==> src/hw/rtl/rdrs_pkg.sv <==
`default_nettype none

package rdrs_pkg;

  // Item action codes
  localparam logic [1:0] ACT_WRITE = 2'd0;
  localparam logic [1:0] ACT_COUNT = 2'd1;
  localparam logic [1:0] ACT_QUERY = 2'd2;

  // Configuration register indexes
  localparam int CFG_IDX_W = 1;
  localparam logic [CFG_IDX_W-1:0] CFG_LOCAL_NETWORK = 1'd0;
  localparam logic [CFG_IDX_W-1:0] CFG_LOCAL_NODE    = 1'd1;
  localparam int CFG_DATA_W = 16;

  // Field widths
  localparam int ID_W    = 16;
  localparam int ADDR_W  = 2 * ID_W;
  localparam int SLOT_W  = 6;
  localparam int COUNT_W = 7;
  localparam int RANK_W  = 6;

  localparam int DEFAULT_TABLE_DEPTH = 64;

  typedef struct packed {
    logic [1:0]         action;
    logic [SLOT_W-1:0]  slot;
    logic               entry_active;
    logic [ID_W-1:0]    dest_network;
    logic [ID_W-1:0]    dest_node;
    logic [ID_W-1:0]    hop_network;
    logic [ID_W-1:0]    hop_node;
    logic [COUNT_W-1:0] new_count;
    logic [ID_W-1:0]    unreachable_network;
    logic [ID_W-1:0]    unreachable_node;
    logic [RANK_W-1:0]  select_index;
  } item_t;

  typedef struct packed {
    logic            found;
    logic [ID_W-1:0] recipient_network;
    logic [ID_W-1:0] recipient_node;
  } result_t;

endpackage

`default_nettype wire

==> src/hw/rtl/route_dependent_recipient_select_top.sv <==
`default_nettype none

// Route table with a dependent-recipient query. Each item started (start high
// while busy is low) gives exactly one result, given on result with done high
// for a single cycle; the receiver cannot stall it, so it must take every
// result as it appears. Items other than queries, and queries while either
// part of the local address is zero or no entry is in use, finish at once:
// done rises the cycle after the start. A query scans the entries in use
// through the table memory, one entry per cycle, and stops at the requested
// match or after the last entry in use. The memory has a single read port
// with a registered read. busy stays high for the scan.
module route_dependent_recipient_select_top #(
  parameter int TABLE_DEPTH = rdrs_pkg::DEFAULT_TABLE_DEPTH
) (
  input  wire logic                          clk,
  input  wire logic                          rst,
  input  wire logic                          start,
  output logic                               busy,
  input  wire rdrs_pkg::item_t               item,
  output logic                               done,
  output rdrs_pkg::result_t                  result,
  input  wire logic                          cfg_we,
  input  wire logic [rdrs_pkg::CFG_IDX_W-1:0]  cfg_index,
  input  wire logic [rdrs_pkg::CFG_DATA_W-1:0] cfg_data
);
  import rdrs_pkg::*;

  localparam int MEM_AW  = (TABLE_DEPTH > 1) ? $clog2(TABLE_DEPTH) : 1;
  localparam int ENTRY_W = 1 + 2 * ADDR_W;

  localparam logic ST_IDLE = 1'b0;
  localparam logic ST_SCAN = 1'b1;

  // Entry layout: active flag, next hop, destination
  logic [ENTRY_W-1:0] mem [TABLE_DEPTH];
  logic [ENTRY_W-1:0] rd_data;
  logic               mem_we;
  logic [MEM_AW-1:0]  wr_addr;
  logic [ENTRY_W-1:0] wr_data;
  logic [MEM_AW-1:0]  rd_addr;

  logic               state;
  logic [ID_W-1:0]    local_network;
  logic [ID_W-1:0]    local_node;
  logic [COUNT_W-1:0] entry_count;
  logic [COUNT_W-1:0] issue_idx;
  logic               rd_valid;
  logic               rd_last;
  logic [COUNT_W-1:0] match_cnt;
  logic [RANK_W-1:0]  want;
  logic [ADDR_W-1:0]  unreach;

  logic               accept;
  logic               issue;
  logic [ADDR_W-1:0]  local_addr;
  logic               local_ok;
  logic               rd_active;
  logic [ADDR_W-1:0]  rd_hop;
  logic [ADDR_W-1:0]  rd_dest;
  logic               qualify;

  assign accept     = start && (state == ST_IDLE);
  assign busy       = (state == ST_SCAN);
  assign local_addr = {local_network, local_node};
  assign local_ok   = (local_network != '0) && (local_node != '0);
  assign issue      = (state == ST_SCAN) && (issue_idx < entry_count);

  // Table writes happen only while idle, so a scan never overlaps a write
  assign mem_we  = accept && (item.action == ACT_WRITE) && (int'(item.slot) < TABLE_DEPTH);
  assign wr_addr = MEM_AW'(item.slot);
  assign wr_data = {item.entry_active, item.hop_network, item.hop_node,
                    item.dest_network, item.dest_node};
  assign rd_addr = MEM_AW'(issue_idx);

  always_ff @(posedge clk) begin
    if (mem_we) begin
      mem[wr_addr] <= wr_data;
    end
    rd_data <= mem[rd_addr];
  end

  // Qualify the entry read in the previous cycle
  assign rd_active = rd_data[ENTRY_W-1];
  assign rd_hop    = rd_data[2*ADDR_W-1:ADDR_W];
  assign rd_dest   = rd_data[ADDR_W-1:0];
  assign qualify   = rd_active && (rd_hop == local_addr) &&
                     (rd_dest != unreach) && (rd_dest != local_addr);

  // Configuration registers
  always_ff @(posedge clk) begin
    if (rst) begin
      local_network <= ID_W'(1);
      local_node    <= ID_W'(1);
    end else if (cfg_we) begin
      unique case (cfg_index)
        CFG_LOCAL_NETWORK: local_network <= cfg_data;
        CFG_LOCAL_NODE:    local_node    <= cfg_data;
        default: ;
      endcase
    end
  end

  // Query payload, captured at start
  always_ff @(posedge clk) begin
    if (accept) begin
      want    <= item.select_index;
      unreach <= {item.unreachable_network, item.unreachable_node};
    end
  end

  // Control: item handling and scan sequencing
  always_ff @(posedge clk) begin
    if (rst) begin
      state       <= ST_IDLE;
      done        <= 1'b0;
      result      <= '0;
      entry_count <= '0;
      issue_idx   <= '0;
      rd_valid    <= 1'b0;
      rd_last     <= 1'b0;
      match_cnt   <= '0;
    end else begin
      done <= 1'b0;
      unique case (state)
        ST_IDLE: begin
          if (accept) begin
            result    <= '0;
            issue_idx <= '0;
            match_cnt <= '0;
            rd_valid  <= 1'b0;
            rd_last   <= 1'b0;
            if (item.action == ACT_QUERY && local_ok && entry_count != '0) begin
              state <= ST_SCAN;
            end else begin
              done <= 1'b1;
              if (item.action == ACT_COUNT) begin
                if (int'(item.new_count) > TABLE_DEPTH) begin
                  entry_count <= COUNT_W'(TABLE_DEPTH);
                end else begin
                  entry_count <= item.new_count;
                end
              end
            end
          end
        end
        ST_SCAN: begin
          // Advance the read pointer
          rd_valid <= issue;
          rd_last  <= issue && (issue_idx + COUNT_W'(1) == entry_count);
          if (issue) begin
            issue_idx <= issue_idx + COUNT_W'(1);
          end
          // Evaluate the returned entry
          if (rd_valid) begin
            if (qualify && match_cnt == COUNT_W'(want)) begin
              done     <= 1'b1;
              result   <= '{found: 1'b1,
                            recipient_network: rd_dest[ADDR_W-1:ID_W],
                            recipient_node: rd_dest[ID_W-1:0]};
              state    <= ST_IDLE;
              rd_valid <= 1'b0;
            end else begin
              if (qualify) begin
                match_cnt <= match_cnt + COUNT_W'(1);
              end
              if (rd_last) begin
                done     <= 1'b1;
                state    <= ST_IDLE;
                rd_valid <= 1'b0;
              end
            end
          end
        end
        default: state <= ST_IDLE;
      endcase
    end
  end

endmodule

`default_nettype wire

==> config.mk <==
export PLATFORM = sky130hd
export DESIGN_NAME = route_dependent_recipient_select_top
export DESIGN_NICKNAME = d
export VERILOG_FILES = /design/src/hw/rtl/rdrs_pkg.sv /design/src/hw/rtl/route_dependent_recipient_select_top.sv
export SDC_FILE = /design/constraint.sdc
export NUM_CORES = 2
export LEC_CHECK = 0
export BUFFER_PORTS_ARGS = -buffer_cell sky130_fd_sc_hd__clkbuf_2
export CAP_MARGIN = 20
export CORE_UTILIZATION = 55
export CTS_CLUSTER_SIZE = 14
export DETAILED_ROUTE_END_ITERATION = 8
export GPL_ROUTABILITY_DRIVEN = 0
export HOLD_SLACK_MARGIN = 0.08
export PLACE_DENSITY = 0.74
export REMOVE_ABC_BUFFERS = 1
export SLEW_MARGIN = 20
export SYNTH_ARGS = -nofsm -noshare
export SYNTH_HDL_FRONTEND = slang
export SYNTH_MEMORY_MAX_BITS = 65536
export SYNTH_SLANG_ARGS = --single-unit
==> constraint.sdc <==
create_clock -name clk -period 4.6 [get_ports clk]
set_clock_uncertainty 0.15 [all_clocks]
set_input_delay 0.46 -clock clk [delete_from_list [all_inputs] [get_ports clk]]
set_output_delay 0.46 -clock clk [all_outputs]
set_load 0.1 [all_outputs]
# After elaboration in Yosys (flattened, before gate mapping)
# Memory sizes are Yosys's and may differ from the RTL's. A register that Yosys moved wholly into a read port is not among the register bits.
# Index checks and enable logic that the tools add are counted.
# totals
rom_bits	0
out_inout_bits	35
regBits	128
ramBits	4160
latchBits	0
in_bits	139
mem_count	1
elab_cells	88
# memory_table
name	words	width	rd	rd_clocked_by_memory_dff	write_ports	line_no	text
mem	64	65	1	1	1	route_dependent_recipient_select_top.sv:35	logic [ENTRY_W-1:0] mem [TABLE_DEPTH];
# classes
eq_ne	13
bitwise_logic	3
n_reduce_logical	21
n_shift	0
addsub	2
n_mux	32
div_mod_pow	0
magnitude_cmp	2
multipliers	0
# ops
cell	n
2-to-1 mux 33 bit	3
case mux 33 bit (2 select lines)	1
inequality test 32 bit	2
2-to-1 mux 7 bit	6
equality test 32 bit	1
nonzero test 16 bit	2
case mux 7 bit (2 select lines)	2
2-to-1 mux 1 bit	16
adder 7 x 1 -> 7 bit (second input constant)	2
logical AND 1 bit	11
inequality test 2 x 1 -> 1 bit (second input constant)	4
case mux 1 bit (2 select lines)	4
AND reduction 4 bit	2
equality test 7 x 6 -> 1 bit	1
equality test 7 bit	1
> comparator 7 bit (second input constant)	1
less-than comparator 7 bit	1
nonzero test 7 bit	1
AND reduction 2 bit	3
inequality test 2 bit (second input constant)	2
NOT 1 bit	3
AND reduction 3 bit	1
equality test 2 x 1 -> 1 bit (second input constant)	1
equality test 2 bit (second input constant)	1
zero test 2 bit	1

# Depth between registers and ports, before layout
# depth
word_depth	8
mapped_depth	13
ltp_nobuf	9

# Least setup slack after synthesis
# No wires, ideal clock.
# synth_path
kind	register to register
from	register state (netlist: busy)
to	memory mem[59][0] (netlist name), enable pin
setup_time_ns	0.489
path_stages_with_launch	8
period_less_slack_ns	5.343
setup_slack_ns	-0.743
required_time_ns	3.961
arrival_time_ns	4.704
n_path_buf	2
cell_sequence	dfxtp_1 -> clkbuf_1 -> inv_1 -> nand2_1 -> clkbuf_1 -> nor4_1 -> nand3_1 -> nor2_1
# synth_via
elab_chain_cells	5
# synth_rtl
element	line_no	text
start: declaration	route_dependent_recipient_select_top.sv:42	logic state;
start signal: assignment	route_dependent_recipient_select_top.sv:114	state <= ST_IDLE;
start signal: assignment	route_dependent_recipient_select_top.sv:133	state <= ST_SCAN;
start signal: assignment	route_dependent_recipient_select_top.sv:160	state <= ST_IDLE;
NOT 1 bit (no line)	n/a	
logical AND 1 bit	route_dependent_recipient_select_top.sv:62	assign accept = start && (state == ST_IDLE);
logical AND 1 bit	route_dependent_recipient_select_top.sv:69	assign mem_we = accept && (item.action == ACT_WRITE) && (int'(item.slot) < TABLE_DEPTH);
2-to-1 mux 1 bit	route_dependent_recipient_select_top.sv:76	if (mem_we) begin
2-to-1 mux 1 bit (not written as such)	route_dependent_recipient_select_top.sv:77	mem[wr_addr] <= wr_data;
end: declaration	route_dependent_recipient_select_top.sv:35	
# Every way passes these cells.

# Worst setup path in the final report
# layout_path
from	register rd_data[25] (read register of mem)
to	register result[16] (netlist name)
# layout_via
elab_chain_cells	6
elab_cells_between_ends	7
cone_classes	eq/ne (3); reduce/logical (4)
# layout_rtl
element	line_no	text
start: declaration	route_dependent_recipient_select_top.sv:36	logic [ENTRY_W-1:0] rd_data;
inequality test 32 bit	route_dependent_recipient_select_top.sv:87	(rd_dest != unreach) && (rd_dest != local_addr);
logical AND 1 bit	route_dependent_recipient_select_top.sv:86	assign qualify = rd_active && (rd_hop == local_addr) &&
logical AND 1 bit (*)	route_dependent_recipient_select_top.sv:87	
logical AND 1 bit (*)	route_dependent_recipient_select_top.sv:155	if (qualify && match_cnt == COUNT_W'(want)) begin
inequality test 2 x 1 -> 1 bit (no line) (*)	n/a	
AND reduction 3 bit (no line) (*)	n/a	
end signal: assignment	route_dependent_recipient_select_top.sv:157	result <= '{found: 1'b1,
end: declaration	route_dependent_recipient_select_top.sv:21	output rdrs_pkg::result_t result,
# Every way passes the cells marked *; elsewhere a longest branch is shown, timed or not.
# A chain may end at the register's enable or synchronous reset.

==> run metrics <==
DP Area 0.173 mm^2; final setup fails 0; nets 7398; Yosys reg bits 4353; DRT Wirelength 486 mm; first-pass GRT wire length 666 mm; Worst Setup End Kind flop; post-CTS setup buffers 0; Post-synth EDFFs 4198; M1 GR Usage 41.3%; # H-tree levels 5; Post-Route Setup TNS 0 ns; largest net degree at the start of global routing 99; number of I/O port buffers 173; area grow syn2layout 14.1%; Rel. slew slack 18.9%; Root Buffer clkbuf_16; Peak VDD IR 0.000383 V; RSZ-0062 raised after global routing false; die area 0.302 mm^2; DR DRC count 0; gr busiest metal met2; CTS Buf Count 422; final hold vios 0; FF-to-FF End result[16]; Vias per Instance 7.09; CP Launch Type flop; clock tree buffer depth 4; vias in the first global route 82400; via count 81900; number of I/O pins 174; row count 200; wire length per cell 42.0 um; DRT Pass-1 Iters 6; commonest cells after routing, fill and taps aside 4198 x edfxtp_1, 1365 x mux4_2, 431 x clkbuf_16; Post-synth top flop edfxtp_1; Ys Warns 0; min-delay src item[83]; CP Max Fanout 33; WHS Endpoint mem[54][6]; Core Footprint 0.297 mm^2; cell area after layout 0.188 mm^2; met3 Use GR 7.61%; Initial Util 55.4%; asr flop ratio synth 0%; critical setup path kind reg -> reg; post-synth cell types 37; met2 Resource Use GR 50.9%; DRT antenna net count 0; Slew Viols, Final 0; fin crit share 85.5%; hold slack 0.108 ns; final period demand of the worst path 3.93 ns; Die W 549 um; Seq/Total Area, Yosys 78.4%; worst min path class in -> reg; gr ovfl total 0; hold path depth 1; Initial DRC Count 13400; Reg clk slew, reported paths 0.06 ns; DP Wirelength 240 mm; syn avg cell area 24.8 um^2; Leakage 56.4 nW; status finished, final reports clean; power per cell area 421 mW/mm^2; Clock Sinks 4353; layout cell share with drive strength beyond 1 32.5%; arrival time of the worst setup path 4.63 ns; cell area after synthesis 0.165 mm^2; Critical R2R Launch rd_data[25]; Clk Latency, worst-skew pair 0.93 ns; required time worst endpoint 5.29 ns; commonest non-fill, non-tap cell in the layout edfxtp_1; die height 549 um; Mapped Cells 6641; CTS tree done; Worst-Margin Slew 1.22 ns; antenna violations before repair 43; register-to-register setup slack 0.67 ns; worst r2r path cells 7; Peak Freq 0.254 GHz; Overall Global Routing Usage 32.6%; Max-cap violations 0
## through the flow
step	util, %	power (mW)	cells	setup WS (ns)
final	63.2	79.1	11600	0.669
after global routing	63.2	80.7	11600	0.697
after CTS	63.2	79.2	11500	0.836
after detailed placement	58.3	45.4	10700	0.896
after global placement	58.3	45.3	10700	0.854
after floorplan	-	44.8	6295	-41.24
## area by class of cell
class | count | area (um^2)
Tap cell | 3939 | 4930
Fill cell | 18500 | 109000
Multi-Input combinational cell | 1927 | 34500
Inverter | 15 | 56.3
Clock buffer | 554 | 11400
Clock inverter | 221 | 2200
Sequential cell | 4353 | 129000
Antenna cell | 19 | 47.5
Timing Repair Buffer | 531 | 5550
## critical path, stage by stage, from the launching register on
cell	delay, ns
dfxtp_1	0.79
xor2_1	0.18
nor4_2	0.70
nand4_1	0.37
o211ai_1	0.47
or3_2	0.78
nand3_1	0.18
a21oi_1	0.21
## routing by layer
metal  wire length (um)  vias to the layer above
met1             154000                    43100
met3              61900                     1647
li1                   -                    30000
met2             230000                     7131
met5                135                        -
met4              39300                       18
## registers in the layout, summed over array words and instances, names as in the netlist
signal	count
want	6
busy	1
match_cnt	7
entry_count	7
rd_last	1
issue_idx	7
local_node	16
rd_valid	1
result	33
mem	4160
done	1
local_network	16
unreach	32
rd_data	65
## logic make-up after synthesis
logic type | count (synthesis) | share of synthesized area [%]
buffers and inverters | 361 | 0.928
adder cells (fa/ha/maj) | 9 | 0.0684
AND/OR/NAND/NOR | 333 | 0.938
multiplexers | 1365 | 18.7
flip-flops | 4353 | 78.4
AO/OA/AOI/OAI | 107 | 0.368
XOR/XNOR | 113 | 0.601
## cells in the mapped netlist (2+ instances only)
library cell	instances	share of area, %
edfxtp_1	4198	77
mux4_2	1365	19
clkbuf_1	200	0.46
dfxtp_1	155	1.9
nand2_1	124	0.28
buf_2	103	0.31
xor2_1	84	0.45
nor2_1	80	0.18
a21oi_1	79	0.24
nand3_1	45	0.14
buf_1	37	0.084
nor4_1	32	0.12
xnor2_1	29	0.15
inv_1	15	0.034
nand4_1	13	0.049
ha_1	9	0.068
nand3b_1	9	0.041
o41ai_1	7	0.037
buf_6	6	0.041
o2111ai_1	6	0.032
or3_1	6	0.023
a31oi_1	5	0.019
nor2b_1	5	0.019
o21ai_0	4	0.012
and2_1	3	0.011
nand2b_1	3	0.011
nor3_1	3	0.0091
or3b_2	3	0.016
and4_1	2	0.011
nor4b_1	2	0.011
o21a_1	2	0.0091
or4_1	2	0.0091
## report_power, final
part           internal [mW]  switching [mW]
sequential              43.5          0.0783
combinational          0.243           0.824
clock                   19.7            14.7
## how the worst max path moves through the flow
stage,from,to,slack (ns),depth (start not counted)
floorplan,issue_idx[0],issue_idx[3],-41.24,3
global placement,start,mem[50][50],0.85,7
detailed placement,start,mem[36][50],0.90,7
CTS,rd_data[25],result[16],0.84,7
global route,busy,mem[36][53],0.70,7
finish,rd_data[25],result[16],0.67,7
## what timing repair did
item | CTS | global route
endpoints found under the hold margin | 98 | 81
resized for setup | 0 | 0
hold buffers | 97 | 2
Note: power is estimated with default switching activity, not from simulation.
